--- src/rtl/phase_current_sense_protect_defines.svh ---
// Assertion macros for the phase current sense protect block.
// Included by the modules that check their own logic; needs clock and reset in scope.
`ifndef PHASE_CURRENT_SENSE_PROTECT_DEFINES_SVH
`define PHASE_CURRENT_SENSE_PROTECT_DEFINES_SVH

// same-cycle implication
`define PCSP_ASSERT_IMPL(label, ante, cons, msg) \
   label: assert property (@(posedge clock) disable iff (reset) (ante) |-> (cons)) \
      else $error(msg);

// next-cycle implication
`define PCSP_ASSERT_NEXT(label, ante, cons, msg) \
   label: assert property (@(posedge clock) disable iff (reset) (ante) |=> (cons)) \
      else $error(msg);

`endif

--- src/rtl/pcsp_pkg.sv ---
// Shared types and constants for the phase current sense protect block.
// No dependencies; imported by the lane, merge and top modules.
`timescale 1ns / 1ps

package pcsp_pkg;

   localparam int SAMPLE_W = 12;
   localparam int GAIN_W   = 16;
   localparam int LIMIT_W  = 20;
   localparam int CUR_W    = 21;
   localparam int CNT_W    = 3;
   localparam int CSR_IDX_W  = 3;
   localparam int CSR_DATA_W = 20;

   // diff is 13 bits signed, gain 17 bits signed once zero-extended
   localparam int PROD_W = SAMPLE_W + 1 + GAIN_W + 1;
   localparam int RND_W  = PROD_W - 8;

   localparam logic [SAMPLE_W-1:0] OFFSET_LO = SAMPLE_W'(1948);
   localparam logic [SAMPLE_W-1:0] OFFSET_HI = SAMPLE_W'(2148);

   localparam logic [PROD_W-1:0] ROUND_HALF  = PROD_W'(128);
   localparam logic [RND_W-1:0]  MAG_POS_MAX = RND_W'(1048575);
   localparam logic [RND_W-1:0]  MAG_NEG_MAX = RND_W'(1048576);

   localparam logic [SAMPLE_W-1:0]  OFFSET_RST = SAMPLE_W'(2048);
   localparam logic [GAIN_W-1:0]    GAIN_RST   = GAIN_W'(256);
   localparam logic [LIMIT_W-1:0]   LIMIT_RST  = LIMIT_W'(20000);

   localparam logic [CSR_IDX_W-1:0] REG_OFFSET_A = CSR_IDX_W'(0);
   localparam logic [CSR_IDX_W-1:0] REG_OFFSET_B = CSR_IDX_W'(1);
   localparam logic [CSR_IDX_W-1:0] REG_OFFSET_C = CSR_IDX_W'(2);
   localparam logic [CSR_IDX_W-1:0] REG_GAIN     = CSR_IDX_W'(3);
   localparam logic [CSR_IDX_W-1:0] REG_LIMIT    = CSR_IDX_W'(4);

   typedef struct packed {
      logic s1_load;       // lanes capture a new item
      logic s2_load;       // merge stage takes the lane results
      logic offset_fault;  // an offset is out of its window
   } pcsp_ctrl_type;

endpackage

--- src/rtl/phase_current_sense_protect.sv ---
// Top level of the phase current sense protect block: configuration
// registers, handshake control, three phase lanes and the merge stage.
// Depends on pcsp_pkg, pcsp_lane and pcsp_merge.
`timescale 1ns / 1ps

// Takes one item of three 12-bit phase samples per cycle and returns one
// result per item: the three held phase currents in mA and the offset and
// overcurrent flags. Each phase has its own lane. A lane runs a 13x17
// multiply into a product register, then rounds and saturates the product.
// The merge stage holds the currents, compares all three against the trip
// limit and runs the confirm counter. An accepted item goes into the lane
// product register and then into the result register, which holds it until
// the result side takes it. One item is taken every cycle as long as the
// result side keeps up. The result register and the lane register absorb a
// stall. Write the configuration only while no item is in flight.
module phase_current_sense_protect
   import pcsp_pkg::*;
#(
   parameter int CONFIRM_CYCLES = 5
) (
   input  logic                       clock,
   input  logic                       reset,
   input  logic                       req_valid,
   output logic                       req_stall,
   input  logic [SAMPLE_W-1:0]        req_sample_a,
   input  logic [SAMPLE_W-1:0]        req_sample_b,
   input  logic [SAMPLE_W-1:0]        req_sample_c,
   output logic                       rsp_valid,
   input  logic                       rsp_stall,
   output logic signed [CUR_W-1:0]    rsp_current_a,
   output logic signed [CUR_W-1:0]    rsp_current_b,
   output logic signed [CUR_W-1:0]    rsp_current_c,
   output logic                       rsp_offset_fault,
   output logic                       rsp_overcurrent_fault,
   input  logic                       csr_wr_en,
   input  logic [CSR_IDX_W-1:0]       csr_index,
   input  logic [CSR_DATA_W-1:0]      csr_wdata
);

   logic [SAMPLE_W-1:0]      offset_ff [3];
   logic [GAIN_W-1:0]        gain_ff;
   logic [LIMIT_W-1:0]       limit_ff;
   logic                     s1_valid_ff;
   logic                     out_ready;
   logic                     accept;
   logic                     ofault;
   pcsp_ctrl_type            ctrl;
   logic [SAMPLE_W-1:0]      sample [3];
   logic signed [CUR_W-1:0]  lane_cur [3];
   logic [CUR_W-1:0]         lane_mag [3];
   logic signed [CUR_W-1:0]  rsp_current [3];

   always_ff @(posedge clock) begin
      if (reset) begin
         for (int i = 0; i < 3; i++) begin
            offset_ff[i] <= OFFSET_RST;
         end
         gain_ff  <= GAIN_RST;
         limit_ff <= LIMIT_RST;
      end else if (csr_wr_en) begin
         unique case (csr_index)
            REG_OFFSET_A: offset_ff[0] <= csr_wdata[SAMPLE_W-1:0];
            REG_OFFSET_B: offset_ff[1] <= csr_wdata[SAMPLE_W-1:0];
            REG_OFFSET_C: offset_ff[2] <= csr_wdata[SAMPLE_W-1:0];
            REG_GAIN:     gain_ff      <= csr_wdata[GAIN_W-1:0];
            REG_LIMIT:    limit_ff     <= csr_wdata[LIMIT_W-1:0];
            default: begin
               // drop writes beyond the register list
            end
         endcase
      end
   end

   always_comb begin
      ofault = 1'b0;
      for (int i = 0; i < 3; i++) begin
         if (offset_ff[i] < OFFSET_LO || offset_ff[i] > OFFSET_HI) begin
            ofault = 1'b1;
         end
      end
   end

   // lane stage advances when the result register is free or draining
   assign out_ready = !rsp_valid || !rsp_stall;
   assign req_stall = s1_valid_ff && !out_ready;
   assign accept    = req_valid && !req_stall;

   assign ctrl.s1_load      = accept;
   assign ctrl.s2_load      = s1_valid_ff && out_ready;
   assign ctrl.offset_fault = ofault;

   always_ff @(posedge clock) begin
      if (reset) begin
         s1_valid_ff <= 1'b0;
      end else if (accept) begin
         s1_valid_ff <= 1'b1;
      end else if (ctrl.s2_load) begin
         s1_valid_ff <= 1'b0;
      end
   end

   assign sample[0] = req_sample_a;
   assign sample[1] = req_sample_b;
   assign sample[2] = req_sample_c;

   for (genvar g = 0; g < 3; g++) begin : g_lane
      pcsp_lane u_lane (
         .clock     (clock),
         .load      (ctrl.s1_load),
         .sample    (sample[g]),
         .offset    (offset_ff[g]),
         .gain      (gain_ff),
         .current   (lane_cur[g]),
         .magnitude (lane_mag[g])
      );
   end

   pcsp_merge #(
      .CONFIRM_CYCLES (CONFIRM_CYCLES)
   ) u_merge (
      .clock                 (clock),
      .reset                 (reset),
      .ctrl                  (ctrl),
      .rsp_stall             (rsp_stall),
      .trip_limit            (limit_ff),
      .lane_cur              (lane_cur),
      .lane_mag              (lane_mag),
      .rsp_valid             (rsp_valid),
      .rsp_current           (rsp_current),
      .rsp_offset_fault      (rsp_offset_fault),
      .rsp_overcurrent_fault (rsp_overcurrent_fault)
   );

   assign rsp_current_a = rsp_current[0];
   assign rsp_current_b = rsp_current[1];
   assign rsp_current_c = rsp_current[2];

endmodule

--- src/rtl/pcsp_lane.sv ---
// One phase lane: offset subtract and gain multiply, registered, then
// rounding and saturation of the product. Depends on pcsp_pkg.
`timescale 1ns / 1ps

module pcsp_lane
   import pcsp_pkg::*;
(
   input  logic                       clock,
   input  logic                       load,
   input  logic [SAMPLE_W-1:0]        sample,
   input  logic [SAMPLE_W-1:0]        offset,
   input  logic [GAIN_W-1:0]          gain,
   output logic signed [CUR_W-1:0]    current,
   output logic [CUR_W-1:0]           magnitude
);

   logic signed [SAMPLE_W:0]   diff;
   logic signed [GAIN_W:0]     gain_s;
   logic signed [PROD_W-1:0]   prod_in;
   logic signed [PROD_W-1:0]   prod_ff;
   logic                       neg;
   logic [PROD_W-1:0]          abs_prod;
   logic [PROD_W-1:0]          rnd_sum;
   logic [RND_W-1:0]           rnd;
   logic [RND_W-1:0]           lim;
   logic [RND_W-1:0]           mag_sat;
   logic [CUR_W-1:0]           mag;

   // current is -(sample - offset) * gain / 256
   assign diff    = $signed({1'b0, offset}) - $signed({1'b0, sample});
   assign gain_s  = $signed({1'b0, gain});
   assign prod_in = PROD_W'(diff * gain_s);

   always_ff @(posedge clock) begin
      if (load) begin
         prod_ff <= prod_in;
      end
   end

   // round half away from zero on the magnitude, then clamp
   assign neg      = prod_ff[PROD_W-1];
   assign abs_prod = neg ? PROD_W'(-prod_ff) : PROD_W'(prod_ff);
   assign rnd_sum  = abs_prod + ROUND_HALF;
   assign rnd      = rnd_sum[PROD_W-1:8];
   assign lim      = neg ? MAG_NEG_MAX : MAG_POS_MAX;
   assign mag_sat  = (rnd > lim) ? lim : rnd;
   assign mag      = mag_sat[CUR_W-1:0];

   assign magnitude = mag;
   assign current   = neg ? $signed(-mag) : $signed(mag);

endmodule

--- src/rtl/pcsp_merge.sv ---
// Merge stage: held currents, trip compare across the three lanes, confirm
// counter and the result register. Depends on pcsp_pkg and the defines header.
`timescale 1ns / 1ps
`include "phase_current_sense_protect_defines.svh"

module pcsp_merge
   import pcsp_pkg::*;
#(
   parameter int CONFIRM_CYCLES = 5
) (
   input  logic                       clock,
   input  logic                       reset,
   input  pcsp_ctrl_type              ctrl,
   input  logic                       rsp_stall,
   input  logic [LIMIT_W-1:0]         trip_limit,
   input  logic signed [CUR_W-1:0]    lane_cur [3],
   input  logic [CUR_W-1:0]           lane_mag [3],
   output logic                       rsp_valid,
   output logic signed [CUR_W-1:0]    rsp_current [3],
   output logic                       rsp_offset_fault,
   output logic                       rsp_overcurrent_fault
);

   localparam logic [CNT_W-1:0] CONFIRM_MAX = CNT_W'(CONFIRM_CYCLES);

   logic signed [CUR_W-1:0]  held_ff [3];
   logic signed [CUR_W-1:0]  held_in [3];
   logic [CUR_W-1:0]         held_mag_ff [3];
   logic [CUR_W-1:0]         held_mag_in [3];
   logic [2:0]               over_lane;
   logic                     over;
   logic [CNT_W-1:0]         cnt_ff;
   logic [CNT_W-1:0]         cnt_in;
   logic                     oc_in;
   logic                     valid_ff;
   logic signed [CUR_W-1:0]  cur_ff [3];
   logic                     ofault_ff;
   logic                     oc_ff;

   // keep the previous currents while an offset is bad
   always_comb begin
      for (int i = 0; i < 3; i++) begin
         held_in[i]     = ctrl.offset_fault ? held_ff[i] : lane_cur[i];
         held_mag_in[i] = ctrl.offset_fault ? held_mag_ff[i] : lane_mag[i];
         over_lane[i]   = held_mag_in[i] > {1'b0, trip_limit};
      end
   end

   assign over = |over_lane;

   always_comb begin
      cnt_in = cnt_ff;
      if (over) begin
         if (cnt_ff < CONFIRM_MAX) begin
            cnt_in = cnt_ff + CNT_W'(1);
         end
      end else begin
         cnt_in = '0;
      end
      oc_in = over && (cnt_in >= CONFIRM_MAX);
   end

   always_ff @(posedge clock) begin
      if (reset) begin
         for (int i = 0; i < 3; i++) begin
            held_ff[i]     <= '0;
            held_mag_ff[i] <= '0;
         end
         cnt_ff   <= '0;
         valid_ff <= 1'b0;
      end else begin
         if (ctrl.s2_load) begin
            held_ff     <= held_in;
            held_mag_ff <= held_mag_in;
            cnt_ff      <= cnt_in;
            valid_ff    <= 1'b1;
         end else if (valid_ff && !rsp_stall) begin
            valid_ff <= 1'b0;
         end
      end
   end

   always_ff @(posedge clock) begin
      if (ctrl.s2_load) begin
         cur_ff    <= held_in;
         ofault_ff <= ctrl.offset_fault;
         oc_ff     <= oc_in;
      end
   end

   assign rsp_valid             = valid_ff;
   assign rsp_current           = cur_ff;
   assign rsp_offset_fault      = ofault_ff;
   assign rsp_overcurrent_fault = oc_ff;

   `PCSP_ASSERT_IMPL(a_cnt_bound, 1'b1, cnt_ff <= CONFIRM_MAX, "confirm count above limit")
   `PCSP_ASSERT_IMPL(a_oc_needs_cnt, valid_ff && oc_ff, cnt_ff == CONFIRM_MAX,
      "overcurrent flagged without a saturated count")
   `PCSP_ASSERT_NEXT(a_cnt_clear, ctrl.s2_load && !over, cnt_ff == '0,
      "confirm count not cleared")
   `PCSP_ASSERT_NEXT(a_hold_on_fault, ctrl.s2_load && ctrl.offset_fault,
      held_ff[0] == $past(held_ff[0]) && held_ff[1] == $past(held_ff[1]) &&
      held_ff[2] == $past(held_ff[2]), "held currents changed under offset fault")

endmodule

--- config.mk ---
export PLATFORM = sky130hd
export DESIGN_NAME = phase_current_sense_protect
export DESIGN_NICKNAME = d
export VERILOG_FILES = /design/src/rtl/pcsp_pkg.sv /design/src/rtl/phase_current_sense_protect.sv /design/src/rtl/pcsp_lane.sv /design/src/rtl/pcsp_merge.sv
export VERILOG_INCLUDE_DIRS = /design/src /design/src/rtl
export SDC_FILE = /design/constraint.sdc
export NUM_CORES = 2
export LEC_CHECK = 0
export ABC_AREA = 1
export BUFFER_PORTS_ARGS = -buffer_cell sky130_fd_sc_hd__buf_2
export CELL_PAD_IN_SITES_DETAIL_PLACEMENT = 0
export CELL_PAD_IN_SITES_GLOBAL_PLACEMENT = 1
export CORE_MARGIN = 3
export CORE_UTILIZATION = 45
export CTS_BUF_LIST = sky130_fd_sc_hd__clkbuf_8
export DETAILED_ROUTE_END_ITERATION = 10
export PLACE_DENSITY_LB_ADDON = 0.1
export SLEW_MARGIN = 30
export SYNTH_ARGS = -nofsm -noshare
export SYNTH_HDL_FRONTEND = slang
export SYNTH_HIERARCHICAL = 1
export SYNTH_SLANG_ARGS = --single-unit
--- constraint.sdc ---
create_clock -name clock -period 9.95 [get_ports clock]
set_clock_uncertainty 0.15 [all_clocks]
set_input_delay 1.99 -clock clock [delete_from_list [all_inputs] [get_ports clock]]
set_output_delay 1.99 -clock clock [all_outputs]
set_load 0.02 [all_outputs]
==> results.ini <==
[run_status]
status = completed

[final_layout]
finish.net_count = 7154
register_area_um2 = 9080
syn2layout_area_growth_pct = 8.18
drive_above_1_share = 0.101
fillers = 10400
final_util = 0.493
stdcell_count = 7565
multi_input_area_um2 = 31000
fin_area_um2 = 49500

[critical_path]
start_kind = input port
r2r_setup_slack_ps = 1610
cp_common_cell = nand2_1
critical-path-slowest-cell = fa_1
end_kind = flip-flop
required_ps = 10180
max_stage_delay_ps = 540
crit_path_max_fanout = 7
critical_path_class = input port to flip-flop
cp.arrival_ps = 9540

[placed_design]
gp_congestion = 0.889
post_dp_cell_area_um2 = 48000
dp_hpwl_um = 105000
port_buffers = 130
place_inst = 7434

[cts]
clock_sinks = 358
cts_buffer_depth = 3
cts-buffers-inserted = 69
cts_root_buffer = clkbuf_8
insertion_delay_ps = 680
hold_buffers = 0
cts_tree = yes
cts_setup_buffers = 0
htreeDepth = 3
clk_pin_slew_ps = 60

[synth]
synth_edf_count = 191
synth_fp_nets = 7036
synthArstFlopShare = 0
synthTopCellsByArea = fa_1, ha_1, edfxtp_1, nand2_1, inv_1
yosys_warnings = 6
syn-cell-area_um2 = 45700
synthFlopType = edfxtp_1
yosysSeqAreaShare = 0.198
netlist_instances = 6032
yosysTopAreaCellShare = 0.204
synth_seq_cells = 358
yosys.area.top_type = fa_1
synth_common_cells = nand2_1, inv_1, nor2_1
synthDistinctLibCells = 65
avgSynthCellArea_um2 = 7.58
synth.most_common_cell = nand2_1

[drt]
routedWlPerCell_um = 17.2
num_vias = 37400
drt_iter0_drc = 2428
antenna_left = 0
vias_per_cell = 4.95
wl_um = 130000
drc = 0
dr.pass1.iters = 5

[timing]
fin_hold_ws_ps = 336
tightestPinTransition_ps = 970
drv_slew = 0
hold_violations = 0
fin_crit_ps = 9310
fmax_mhz = 107
maxSlewHeadroom = 0.353
setup_viol = 0
fin_crit_sh = 0.935
rsz0062_at_grt = false

[power]
peakVddDrop_uv = 132
p_leak_nw = 26.1
p_per_area_nw_per_um2 = 201

[die]
start_util = 0.455
num_io_pins = 131
dieHeight_um = 325
die_x_um = 325
num_rows = 116
coreArea_um2 = 100000
dieArea_um2 = 106000

[grt]
antenna_found_initial = 3
grt_pass1_vias = 37000
grt-ovfl-total = 0
grt_max_degree = 175
grt_pass1_wl_um = 208000
grt_usage = 0.249

[run]
max_cap_viol_count = 0

[hold_path]
hp-class = flip-flop to flip-flop

[where the power goes]
group          switching (mW)  leakage [nW]  internal [mW]
registers               0.180          3.23           1.92
logic                    4.01          22.1           2.32
clock network           0.701         0.769          0.829
total                    4.90          26.1           5.07
[cell families after synthesis]
kind of cell | count (synthesis) | synth area share
simple gates | 2395 | 0.228
buf+inv | 1461 | 0.125
mux | 7 | 0.00164
compound gates | 733 | 0.0865
xor+xnor | 138 | 0.0264
flops | 358 | 0.198
fa+ha+maj | 940 | 0.333
[flip-flops by register name (all words and copies together) (netlist names)]
register / cells
offset_ff: 36
u_merge/held_mag_ff: 63
u_merge/cnt_ff: 3
u_merge/rsp_overcurrent_fault: 1
u_merge/rsp_offset_fault: 1
gain_ff: 16
u_merge/rsp_current: 63
u_merge/held_ff: 63
s1_valid_ff: 1
limit_ff: 20
u_merge/rsp_valid: 1
g_lane.u_lane/prod_ff: 90
[per-stage QoR]
step	power (mW)	TNS, ps	worst slack [ps]
floorplan	6.75	0	116
global placement	8.42	-36.7	-36.7
detailed placement	8.44	-106	-66.1
CTS	10.1	0	624
global route	11.1	0	52.3
finish	9.97	0	643
[layout by cell type, fill, tap and decap left out, types with 10 or more instances in the layout]
| cell type | netlist | final |
|---|---|---|
| buf_2 | 42 | 129 |
| o21ai_0 | 237 | 234 |
| nand3_2 | 16 | 17 |
| fa_1 | 465 | 465 |
| xor2_1 | 93 | 93 |
| nand2_1 | 1407 | 1407 |
| nor2_1 | 484 | 484 |
| a21oi_1 | 288 | 288 |
| nand3_1 | 201 | 200 |
| o211ai_1 | 15 | 15 |
| dfxtp_1 | 167 | 166 |
| clkinv_2 | 0 | 10 |
| xnor2_1 | 45 | 45 |
| inv_2 | 29 | 28 |
| clkbuf_8 | 0 | 70 |
| nand4_1 | 38 | 38 |
| nor3_1 | 21 | 21 |
| buf_4 | 11 | 111 |
| clkinv_1 | 3 | 20 |
| nand2_4 | 26 | 26 |
| nand2_2 | 70 | 70 |
| ha_1 | 475 | 475 |
| nor2_4 | 19 | 19 |
| nor2_2 | 38 | 38 |
| o21ai_2 | 14 | 14 |
| or2_2 | 32 | 32 |
| nand3b_1 | 16 | 16 |
| inv_1 | 1232 | 1246 |
| o21ai_1 | 128 | 131 |
| edfxtp_1 | 191 | 191 |
[per-layer routing]
metal / GRT usage / up-vias / part of all wire / routed length, um
met5: 0 / - / 0.00018 / 23
met4: 0.0640 / 4 / 0.025 / 3250
met3: 0.0402 / 167 / 0.056 / 7240
met2: 0.396 / 868 / 0.44 / 57700
met1: 0.352 / 17500 / 0.48 / 61900
li1: - / 18900 / - / -
[area by class of cell]
class / instances / share of cell area
multi-input combinational: 4213 / 0.626
antenna: 1 / 0.0000506
clock buffer: 70 / 0.0195
clock inverter: 58 / 0.00920
tap: 1357 / 0.0343
inverter: 1265 / 0.0963
timing repair buffer: 243 / 0.0312
sequential: 358 / 0.183
[critical path, delay by kind of cell]
kind,cells,cell delay [ps]
fa+ha+maj,9,3870
simple gates,16,2090
buf+inv,3,430
compound gates,10,990
xor+xnor,1,150
[what timing repair did]
| action | in CTS | in global routing |
|---|---|---|
| endpoints found under the hold margin | 0 | 0 |
| endpoints found under the setup margin | 0 | 2 |
| resized for setup | 0 | 2 |
[path summary, 6_finish.rpt]
path,to,from,cells past startpoint
max,g_lane[2].u_lane/prod_ff[26],req_sample_c[0],39
min,u_merge/held_mag_ff[0],u_merge/held_mag_ff[0],2
max reg2reg,g_lane[2].u_lane/prod_ff[26],offset_ff[0][24],39
min reg2reg,u_merge/held_mag_ff[0],u_merge/held_mag_ff[0],2
Note: power is estimated with default switching activity, not from simulation.
